## config.mk

```make
export PLATFORM = sky130hd
export DESIGN_NAME = longest_prefix_match_lookup
export DESIGN_NICKNAME = d
export VERILOG_FILES = /design/src/hdl/lpm_pkg.sv /design/src/hdl/lpm_ram.sv /design/src/hdl/longest_prefix_match_lookup.sv
export SDC_FILE = /design/constraint.sdc
export NUM_CORES = 2
export LEC_CHECK = 0
export ABC_AREA = 1
export BUFFER_PORTS_ARGS = -buffer_cell sky130_fd_sc_hd__clkbuf_2
export CAP_MARGIN = 20
export CORE_MARGIN = 10
export CORE_UTILIZATION = 45
export DETAILED_ROUTE_END_ITERATION = 8
export HOLD_SLACK_MARGIN = 0.12
export MAX_ROUTING_LAYER = met4
export PLACE_DENSITY = 0.56
export SLEW_MARGIN = 20
export SYNTH_ARGS = -nofsm -noshare
export SYNTH_HDL_FRONTEND = slang
export SYNTH_SLANG_ARGS = --single-unit
```

## constraint.sdc

```tcl
create_clock -name i_clk -period 15.4 [get_ports i_clk]
set_input_delay 3.08 -clock i_clk [delete_from_list [all_inputs] [get_ports i_clk]]
set_output_delay 3.08 -clock i_clk [all_outputs]
set_load 0.03 [all_outputs]
```

## src/hdl/lpm_pkg.sv

```systemverilog
package lpm_pkg;

    localparam int DEFAULT_TABLE_DEPTH = 64;

    localparam logic [31:0] FULL_MASK  = 32'hFFFF_FFFF;
    localparam logic [5:0]  MAX_PREFIX = 6'd32;

    typedef logic [1:0] t_cmd;
    localparam t_cmd CMD_CLEAR  = 2'd0;
    localparam t_cmd CMD_APPEND = 2'd1;
    localparam t_cmd CMD_LOOKUP = 2'd2;

    typedef logic [1:0] t_status;
    localparam t_status STATUS_DONE = 2'd0;
    localparam t_status STATUS_FULL = 2'd1;
    localparam t_status STATUS_HIT  = 2'd2;
    localparam t_status STATUS_MISS = 2'd3;

    typedef struct packed {
        t_cmd        cmd;
        logic [31:0] address;
        logic [5:0]  prefix_length;
        logic [7:0]  out_port;
    } t_in_word;

    typedef struct packed {
        t_status     status;
        logic [7:0]  match_port;
        logic [5:0]  match_length;
        logic [31:0] match_network;
    } t_out_word;

    // One stored route as it sits in the table memory.
    typedef struct packed {
        logic [31:0] network;
        logic [5:0]  length;
        logic [7:0]  port;
    } t_entry;

    typedef enum logic [1:0] {
        ST_IDLE,
        ST_SCAN,
        ST_FINISH
    } t_state;

endpackage

```

## src/hdl/lpm_ram.sv

```systemverilog
module lpm_ram #(
    parameter int WIDTH = 8,
    parameter int DEPTH = 64
) (
    input  logic                                         i_clk,
    input  logic                                         i_we,
    input  logic [((DEPTH > 1) ? $clog2(DEPTH) : 1)-1:0] i_waddr,
    input  logic [WIDTH-1:0]                             i_wdata,
    input  logic                                         i_re,
    input  logic [((DEPTH > 1) ? $clog2(DEPTH) : 1)-1:0] i_raddr,
    output logic [WIDTH-1:0]                             o_rdata
);

    logic [WIDTH-1:0] r_mem [DEPTH];
    logic [WIDTH-1:0] r_rdata;

    always_ff @(posedge i_clk) begin
        if (i_we) begin
            r_mem[i_waddr] <= i_wdata;
        end
        if (i_re) begin
            r_rdata <= r_mem[i_raddr];
        end
    end

    assign o_rdata = r_rdata;

endmodule

```

## src/hdl/longest_prefix_match_lookup.sv

```systemverilog
// Channel   Valid     Ready     Word      Direction
// command   i_valid   o_ready   i_word    into the block
// result    o_valid   i_ready   o_word    out of the block
//
// A clear, an append, an unused command or a lookup on an empty table loads its
// result word at the accepting edge, so the word can leave in the next cycle.
// A lookup makes one masked compare per stored entry through the single registered
// read port, then loads its result word in ST_FINISH once the output register is free.
// Reset is synchronous and active low; it zeroes the fill count, state and flags.
// A stalled result closes the input; a finished scan waits for the output register.
module longest_prefix_match_lookup #(
    parameter int TABLE_DEPTH = lpm_pkg::DEFAULT_TABLE_DEPTH
) (
    input  logic              i_clk,
    input  logic              i_rst_n,
    input  logic              i_valid,
    output logic              o_ready,
    input  lpm_pkg::t_in_word i_word,
    output logic              o_valid,
    input  logic              i_ready,
    output lpm_pkg::t_out_word o_word
);

    // Address width of the table, and a count width that can also hold the
    // depth itself so that a full table can be told apart.
    localparam int AW = (TABLE_DEPTH > 1) ? $clog2(TABLE_DEPTH) : 1;
    localparam int CW = $clog2(TABLE_DEPTH + 1);
    localparam logic [CW-1:0] DEPTH_COUNT = CW'(TABLE_DEPTH);

    lpm_pkg::t_state    r_state, n_state;
    logic [CW-1:0]      r_count, n_count;
    logic [31:0]        r_dest, n_dest;
    logic [AW-1:0]      r_issue_idx, n_issue_idx;
    logic               r_issuing, n_issuing;
    logic               r_data_ok, n_data_ok;
    logic               r_found, n_found;
    lpm_pkg::t_entry    r_best, n_best;
    logic               r_out_valid, n_out_valid;
    lpm_pkg::t_out_word r_out_word, n_out_word;

    logic               accept;
    logic               out_free;
    logic               ram_we;
    logic               ram_re;
    lpm_pkg::t_entry    wr_entry;
    lpm_pkg::t_entry    rd_entry;
    logic [31:0]        entry_mask;
    logic               entry_hit;

    // The table memory: one write port for appends, one registered read port
    // for the scan.
    lpm_ram #(
        .WIDTH ($bits(lpm_pkg::t_entry)),
        .DEPTH (TABLE_DEPTH)
    ) u_table (
        .i_clk   (i_clk),
        .i_we    (ram_we),
        .i_waddr (r_count[AW-1:0]),
        .i_wdata (wr_entry),
        .i_re    (ram_re),
        .i_raddr (r_issue_idx),
        .o_rdata (rd_entry)
    );

    // A prefix length above 32 is stored as 32.
    always_comb begin
        wr_entry.network = i_word.address;
        wr_entry.length  = (i_word.prefix_length > lpm_pkg::MAX_PREFIX) ?
                           lpm_pkg::MAX_PREFIX : i_word.prefix_length;
        wr_entry.port    = i_word.out_port;
    end

    // The shared compare unit. Shifting the all-ones word right by the length
    // and inverting gives a zero mask for /0 and a full mask for /32.
    assign entry_mask = ~(lpm_pkg::FULL_MASK >> rd_entry.length);
    assign entry_hit  = ((r_dest ^ rd_entry.network) & entry_mask) == 32'd0;

    // The output register is free when empty or when its word leaves now.
    assign out_free = !r_out_valid || i_ready;
    assign o_ready  = (r_state == lpm_pkg::ST_IDLE) && out_free;
    assign accept   = i_valid && o_ready;

    always_ff @(posedge i_clk) begin
        if (!i_rst_n) begin
            r_state     <= lpm_pkg::ST_IDLE;
            r_count     <= '0;
            r_issuing   <= 1'b0;
            r_data_ok   <= 1'b0;
            r_out_valid <= 1'b0;
        end else begin
            r_state     <= n_state;
            r_count     <= n_count;
            r_issuing   <= n_issuing;
            r_data_ok   <= n_data_ok;
            r_out_valid <= n_out_valid;
        end
        r_dest      <= n_dest;
        r_issue_idx <= n_issue_idx;
        r_found     <= n_found;
        r_best      <= n_best;
        r_out_word  <= n_out_word;
    end

    always_comb begin
        n_state     = r_state;
        n_count     = r_count;
        n_dest      = r_dest;
        n_issue_idx = r_issue_idx;
        n_issuing   = r_issuing;
        n_data_ok   = r_data_ok;
        n_found     = r_found;
        n_best      = r_best;
        n_out_valid = r_out_valid && !i_ready;
        n_out_word  = r_out_word;
        ram_we      = 1'b0;
        ram_re      = 1'b0;

        case (r_state)
            lpm_pkg::ST_IDLE: begin
                if (accept) begin
                    // Every command except a lookup on a filled table answers
                    // straight away with zero match fields.
                    n_out_valid = 1'b1;
                    n_out_word  = '0;
                    n_out_word.status = lpm_pkg::STATUS_DONE;
                    case (i_word.cmd)
                        lpm_pkg::CMD_CLEAR: begin
                            n_count = '0;
                        end
                        lpm_pkg::CMD_APPEND: begin
                            if (r_count == DEPTH_COUNT) begin
                                n_out_word.status = lpm_pkg::STATUS_FULL;
                            end else begin
                                ram_we  = 1'b1;
                                n_count = r_count + CW'(1);
                            end
                        end
                        lpm_pkg::CMD_LOOKUP: begin
                            if (r_count == '0) begin
                                n_out_word.status = lpm_pkg::STATUS_MISS;
                            end else begin
                                n_out_valid = r_out_valid && !i_ready;
                                n_out_word  = r_out_word;
                                n_dest      = i_word.address;
                                n_found     = 1'b0;
                                n_issue_idx = '0;
                                n_issuing   = 1'b1;
                                n_data_ok   = 1'b0;
                                n_state     = lpm_pkg::ST_SCAN;
                            end
                        end
                        default: begin
                            n_out_word.status = lpm_pkg::STATUS_DONE;
                        end
                    endcase
                end
            end

            lpm_pkg::ST_SCAN: begin
                // Issue one read per cycle; its data is compared in the next cycle.
                ram_re    = r_issuing;
                n_data_ok = r_issuing;
                if (r_issuing) begin
                    if (CW'(r_issue_idx) == r_count - CW'(1)) begin
                        n_issuing = 1'b0;
                    end else begin
                        n_issue_idx = r_issue_idx + AW'(1);
                    end
                end
                if (r_data_ok) begin
                    // A strictly longer prefix replaces the best so far, so the
                    // earliest entry wins a tie.
                    if (entry_hit && (!r_found || rd_entry.length > r_best.length)) begin
                        n_found = 1'b1;
                        n_best  = rd_entry;
                    end
                    if (!r_issuing) begin
                        n_state = lpm_pkg::ST_FINISH;
                    end
                end
            end

            lpm_pkg::ST_FINISH: begin
                if (out_free) begin
                    n_out_valid = 1'b1;
                    if (r_found) begin
                        n_out_word.status        = lpm_pkg::STATUS_HIT;
                        n_out_word.match_port    = r_best.port;
                        n_out_word.match_length  = r_best.length;
                        n_out_word.match_network = r_best.network;
                    end else begin
                        n_out_word        = '0;
                        n_out_word.status = lpm_pkg::STATUS_MISS;
                    end
                    n_state = lpm_pkg::ST_IDLE;
                end
            end

            default: begin
                n_state = lpm_pkg::ST_IDLE;
            end
        endcase
    end

    assign o_valid = r_out_valid;
    assign o_word  = r_out_word;

endmodule

```

==> results by group <==
Outcome
  • Status: finished, final reports clean

Clock network
  • CTS Buf Count: 334
  • Worst-Skew Late Latency: 0.91 ns
  • H-tree Lvls: 5
  • CTS tree: done
  • Clk sinks: 3,135
  • Root buffer cell: clkbuf_16
  • Hold-fix buffers at CTS: 0
  • Clk slew on worst S/H paths: 0.06 ns
  • Post-CTS Resized: 0
  • Max clock buf depth: 4
  • Post-CTS setup buffer count: 0

Pwr
  • IR drop worst, VDD: 78.9 uV
  • PD cells: 126 mW/mm^2
  • Switch share: 20.8%
  • P_int: 13,800 uW
  • Comb pwr share: 1.9%
  • Sequential power share: 54.1%
  • P_leak: 0.0443 uW
  • Sw Pwr: 3600 uW
  • Clock share of power: 44.0%

Routing
  • Via density: 5.96
  • Drt total wl: 392,000 um
  • 1st-pass router iterations: 6
  • WL/cell: 29.4 um
  • Antenna viol nets, final: 0
  • Residual DRC: 0
  • Via Count: 79.3k
  • Iter 0 DRT Violations: 11.8k

Layout
  • Area occupied by multi-input gates: 0.0265 mm^2
  • Share of cells above drive strength 1: 8.37%
  • Nets: 9,519
  • # fillers: 23.2k
  • Register Area: 0.0940 mm^2
  • Synthesis-to-finish area growth: 11.8%

GRT
  • Gr ovfl total: 0
  • Global-route wire length before repair: 552,000 um
  • Antenna violations before repair: 26
  • Largest net degree at the start of global routing: 167
  • Number of global-route vias before repair: 74.0k
  • Total GRT Usage: 26.4%

Yosys
  • Count leader, synth: edfxtp_1
  • FF+latch count, synth: 3,135
  • Synth Area in Compound Gates: 11.0%
  • Post-synthesis mux area share: 0%
  • Synth warn: 0
  • Syn Nets: 9,520
  • Top cell type's share of synthesized area: 76.0%
  • Synth Flop Type: edfxtp_1
  • Post-synth EDFFs: 3,123
  • Post-Synth Adder-Cell Area: 0.122%
  • Synth top area cells: edfxtp_1, nor2_1, o21ai_0
  • Synth Area in Simple Gates: 9.78%
  • Synth async-reset ratio: 0%
  • Count of different cell masters after synthesis: 32
  • Synth top cells by count: edfxtp_1, nor2_1, o21ai_0
  • Synth Area in XOR/XNOR: 0.192%
  • Mapped Cells: 9,456
  • Combinational family with the most area after synthesis: compound AO/OA/AOI/OAI gates
  • Post-synthesis cell area: 0.123 mm^2
  • Sequential element share of the synthesized area: 76.2%
  • Post-synth top area cell: edfxtp_1
  • Mapped Avg Cell Area: 13.0 um^2

Worst setup path
  • RR Endpoint: u_table.o_rdata[44]$_DFFE_PP_
  • Worst Setup SP: i_ready
  • Kind of critical path: primary input to output pin
  • Worst r2r src: r_issue_idx[0]$_SDFFCE_PN0P_
  • Worst reg2reg path depth: 11
  • Worst EP arrival: 3.82 ns
  • WP data required: 12.32 ns
  • Critical Path Start Type: primary input
  • Crit path to: o_ready
  • Critical path fanouts, max: 5
  • Worst R2R Setup Slack: 9.84 ns
  • Worst setup EP type: output pin

Floorplanning
  • Die Width: 543 um
  • Starting Density: 45.1%
  • Core box area: 0.273 mm^2
  • Die Height: 543 um
  • Full die area: 0.295 mm^2
  • # IOs: 102
  • Row Count: 192

Placement
  • RD Place Congestion: 0.882
  • DP HPWL: 221,000 um
  • Port Buf Inserts: 101

STA
  • Final setup vio count: 0
  • Fmax: 0.145 GHz
  • Setup TNS: 0 ns
  • Crit path time final: 6.90 ns
  • Hold Fails Final Rpt: 0
  • Layout Skew: 0.0513 ns
  • Actual slew at the worst max-slew pin: 1.23 ns
  • Hold_ws: 0.403 ns
  • Final period util: 44.8%
  • RSZ-0062 raised after global routing: no
  • Slew Limit Fails: 0
  • Slew margin rel.: 17.9%

Hold path
  • Worst min-delay path class: flop to flop

Flow run
  • Max Cap Violations: 0
==> power groups by stage <==
stage	clock network, uW	registers (uW)	logic (uW)
6_report	7640	9400	322
2_1_floorplan	0	9600	63.2
4_1_cts	7730	9400	322
3_3_place_gp	0	9580	317
5_1_grt	8080	9400	336
3_5_place_dp	0	9580	322
==> metal layers <==
metal	up-vias	wire (um)	part of all wire (%)	GRT usage, %
li1	34700	-	-	-
met1	40000	162000	41	37.1
met2	4019	177000	45	39.3
met3	573	39000	9.9	4.64
met4	0	14500	3.7	8.85
met5	-	0	0	-
==> worst max-delay path, stage by stage <==
cell,delay (ns)
clkbuf_2,0.09
nor2_1,0.31
nor2_1,0.13
clkbuf_2,0.21
==> cell type report <==
class | count | area share, %
Clock buffer | 434 | 6.38
Timing Repair Buffer | 295 | 1.55
Inverter | 126 | 0.386
Multi-Input combinational cell | 5563 | 19.2
Sequential cell | 3135 | 68.2
Tap cell | 3589 | 3.26
Clock inverter | 160 | 1.00
Antenna cell | 12 | 0.0218
==> sequential cells by signal, summed over array words and instances, names as in the netlist, 2 cells and up <==
name             cells
o_word              48
r_best              46
r_count              7
r_dest              32
r_issue_idx          6
r_state              2
u_table.o_rdata     46
u_table.r_mem     2944
==> logic make-up (layout without fill, tap and decap cells) <==
| logic type | after synthesis | count (layout) |
|---|---|---|
| other | 0 | 12 |
| XOR/XNOR | 27 | 27 |
| AND/OR/NAND/NOR | 3093 | 3093 |
| buffers and inverters | 758 | 1015 |
| adder cells (fa/ha/maj) | 12 | 12 |
| flip-flops | 3135 | 3135 |
| AO/OA/AOI/OAI | 2431 | 2431 |
==> metrics by stage <==
| step | setup WS [ns] | instances | total power [uW] | util, % | cell area (um^2) |
|---|---|---|---|---|---|
| floorplan | 3.76 | 9456 | 9660 | - | 123000 |
| global placement | 8.43 | 12700 | 9900 | 46.7 | 128000 |
| detailed placement | 8.36 | 12700 | 9900 | 46.7 | 128000 |
| CTS | 8.53 | 13300 | 17500 | 50.5 | 138000 |
| global route | 8.48 | 13300 | 17800 | 50.5 | 138000 |
| finish | 8.50 | 13300 | 17400 | 50.5 | 138000 |
==> worst min-delay path by stage <==
stage | endpoint | cells after the start | slack, ns | startpoint
global route | r_best[4]$_DFFE_PP_ | 0 | 0.42 | u_table.o_rdata[4]$_DFFE_PP_
CTS | r_best[4]$_DFFE_PP_ | 0 | 0.41 | u_table.o_rdata[4]$_DFFE_PP_
global placement | r_best[4]$_DFFE_PP_ | 0 | 0.41 | u_table.o_rdata[4]$_DFFE_PP_
finish | r_best[4]$_DFFE_PP_ | 0 | 0.40 | u_table.o_rdata[4]$_DFFE_PP_
floorplan | r_best[0]$_DFFE_PP_ | 0 | 0.40 | u_table.o_rdata[0]$_DFFE_PP_
detailed placement | r_best[3]$_DFFE_PP_ | 0 | 0.40 | u_table.o_rdata[3]$_DFFE_PP_
==> placed cells by master, fill, tap and decap left out, drive strengths merged <==
cell type  instances
nand4              1
o2111ai            1
o22ai            321
or2                2
o211ai           368
nor3              10
clkinvlp           4
a21boi             1
buf              225
o21ai           1527
a211oi             1
inv              135
xor2              19
clkinv           130
a22oi              5
nor2            2227
dfxtp             12
nand2            517
ha                12
o21bai             1
xnor2              8
diode             12
bufinv            17
a21oi            205
clkbuf           504
nand3            336
a2111oi            1
edfxtp          3123
(Power assumes the default switching activity.)
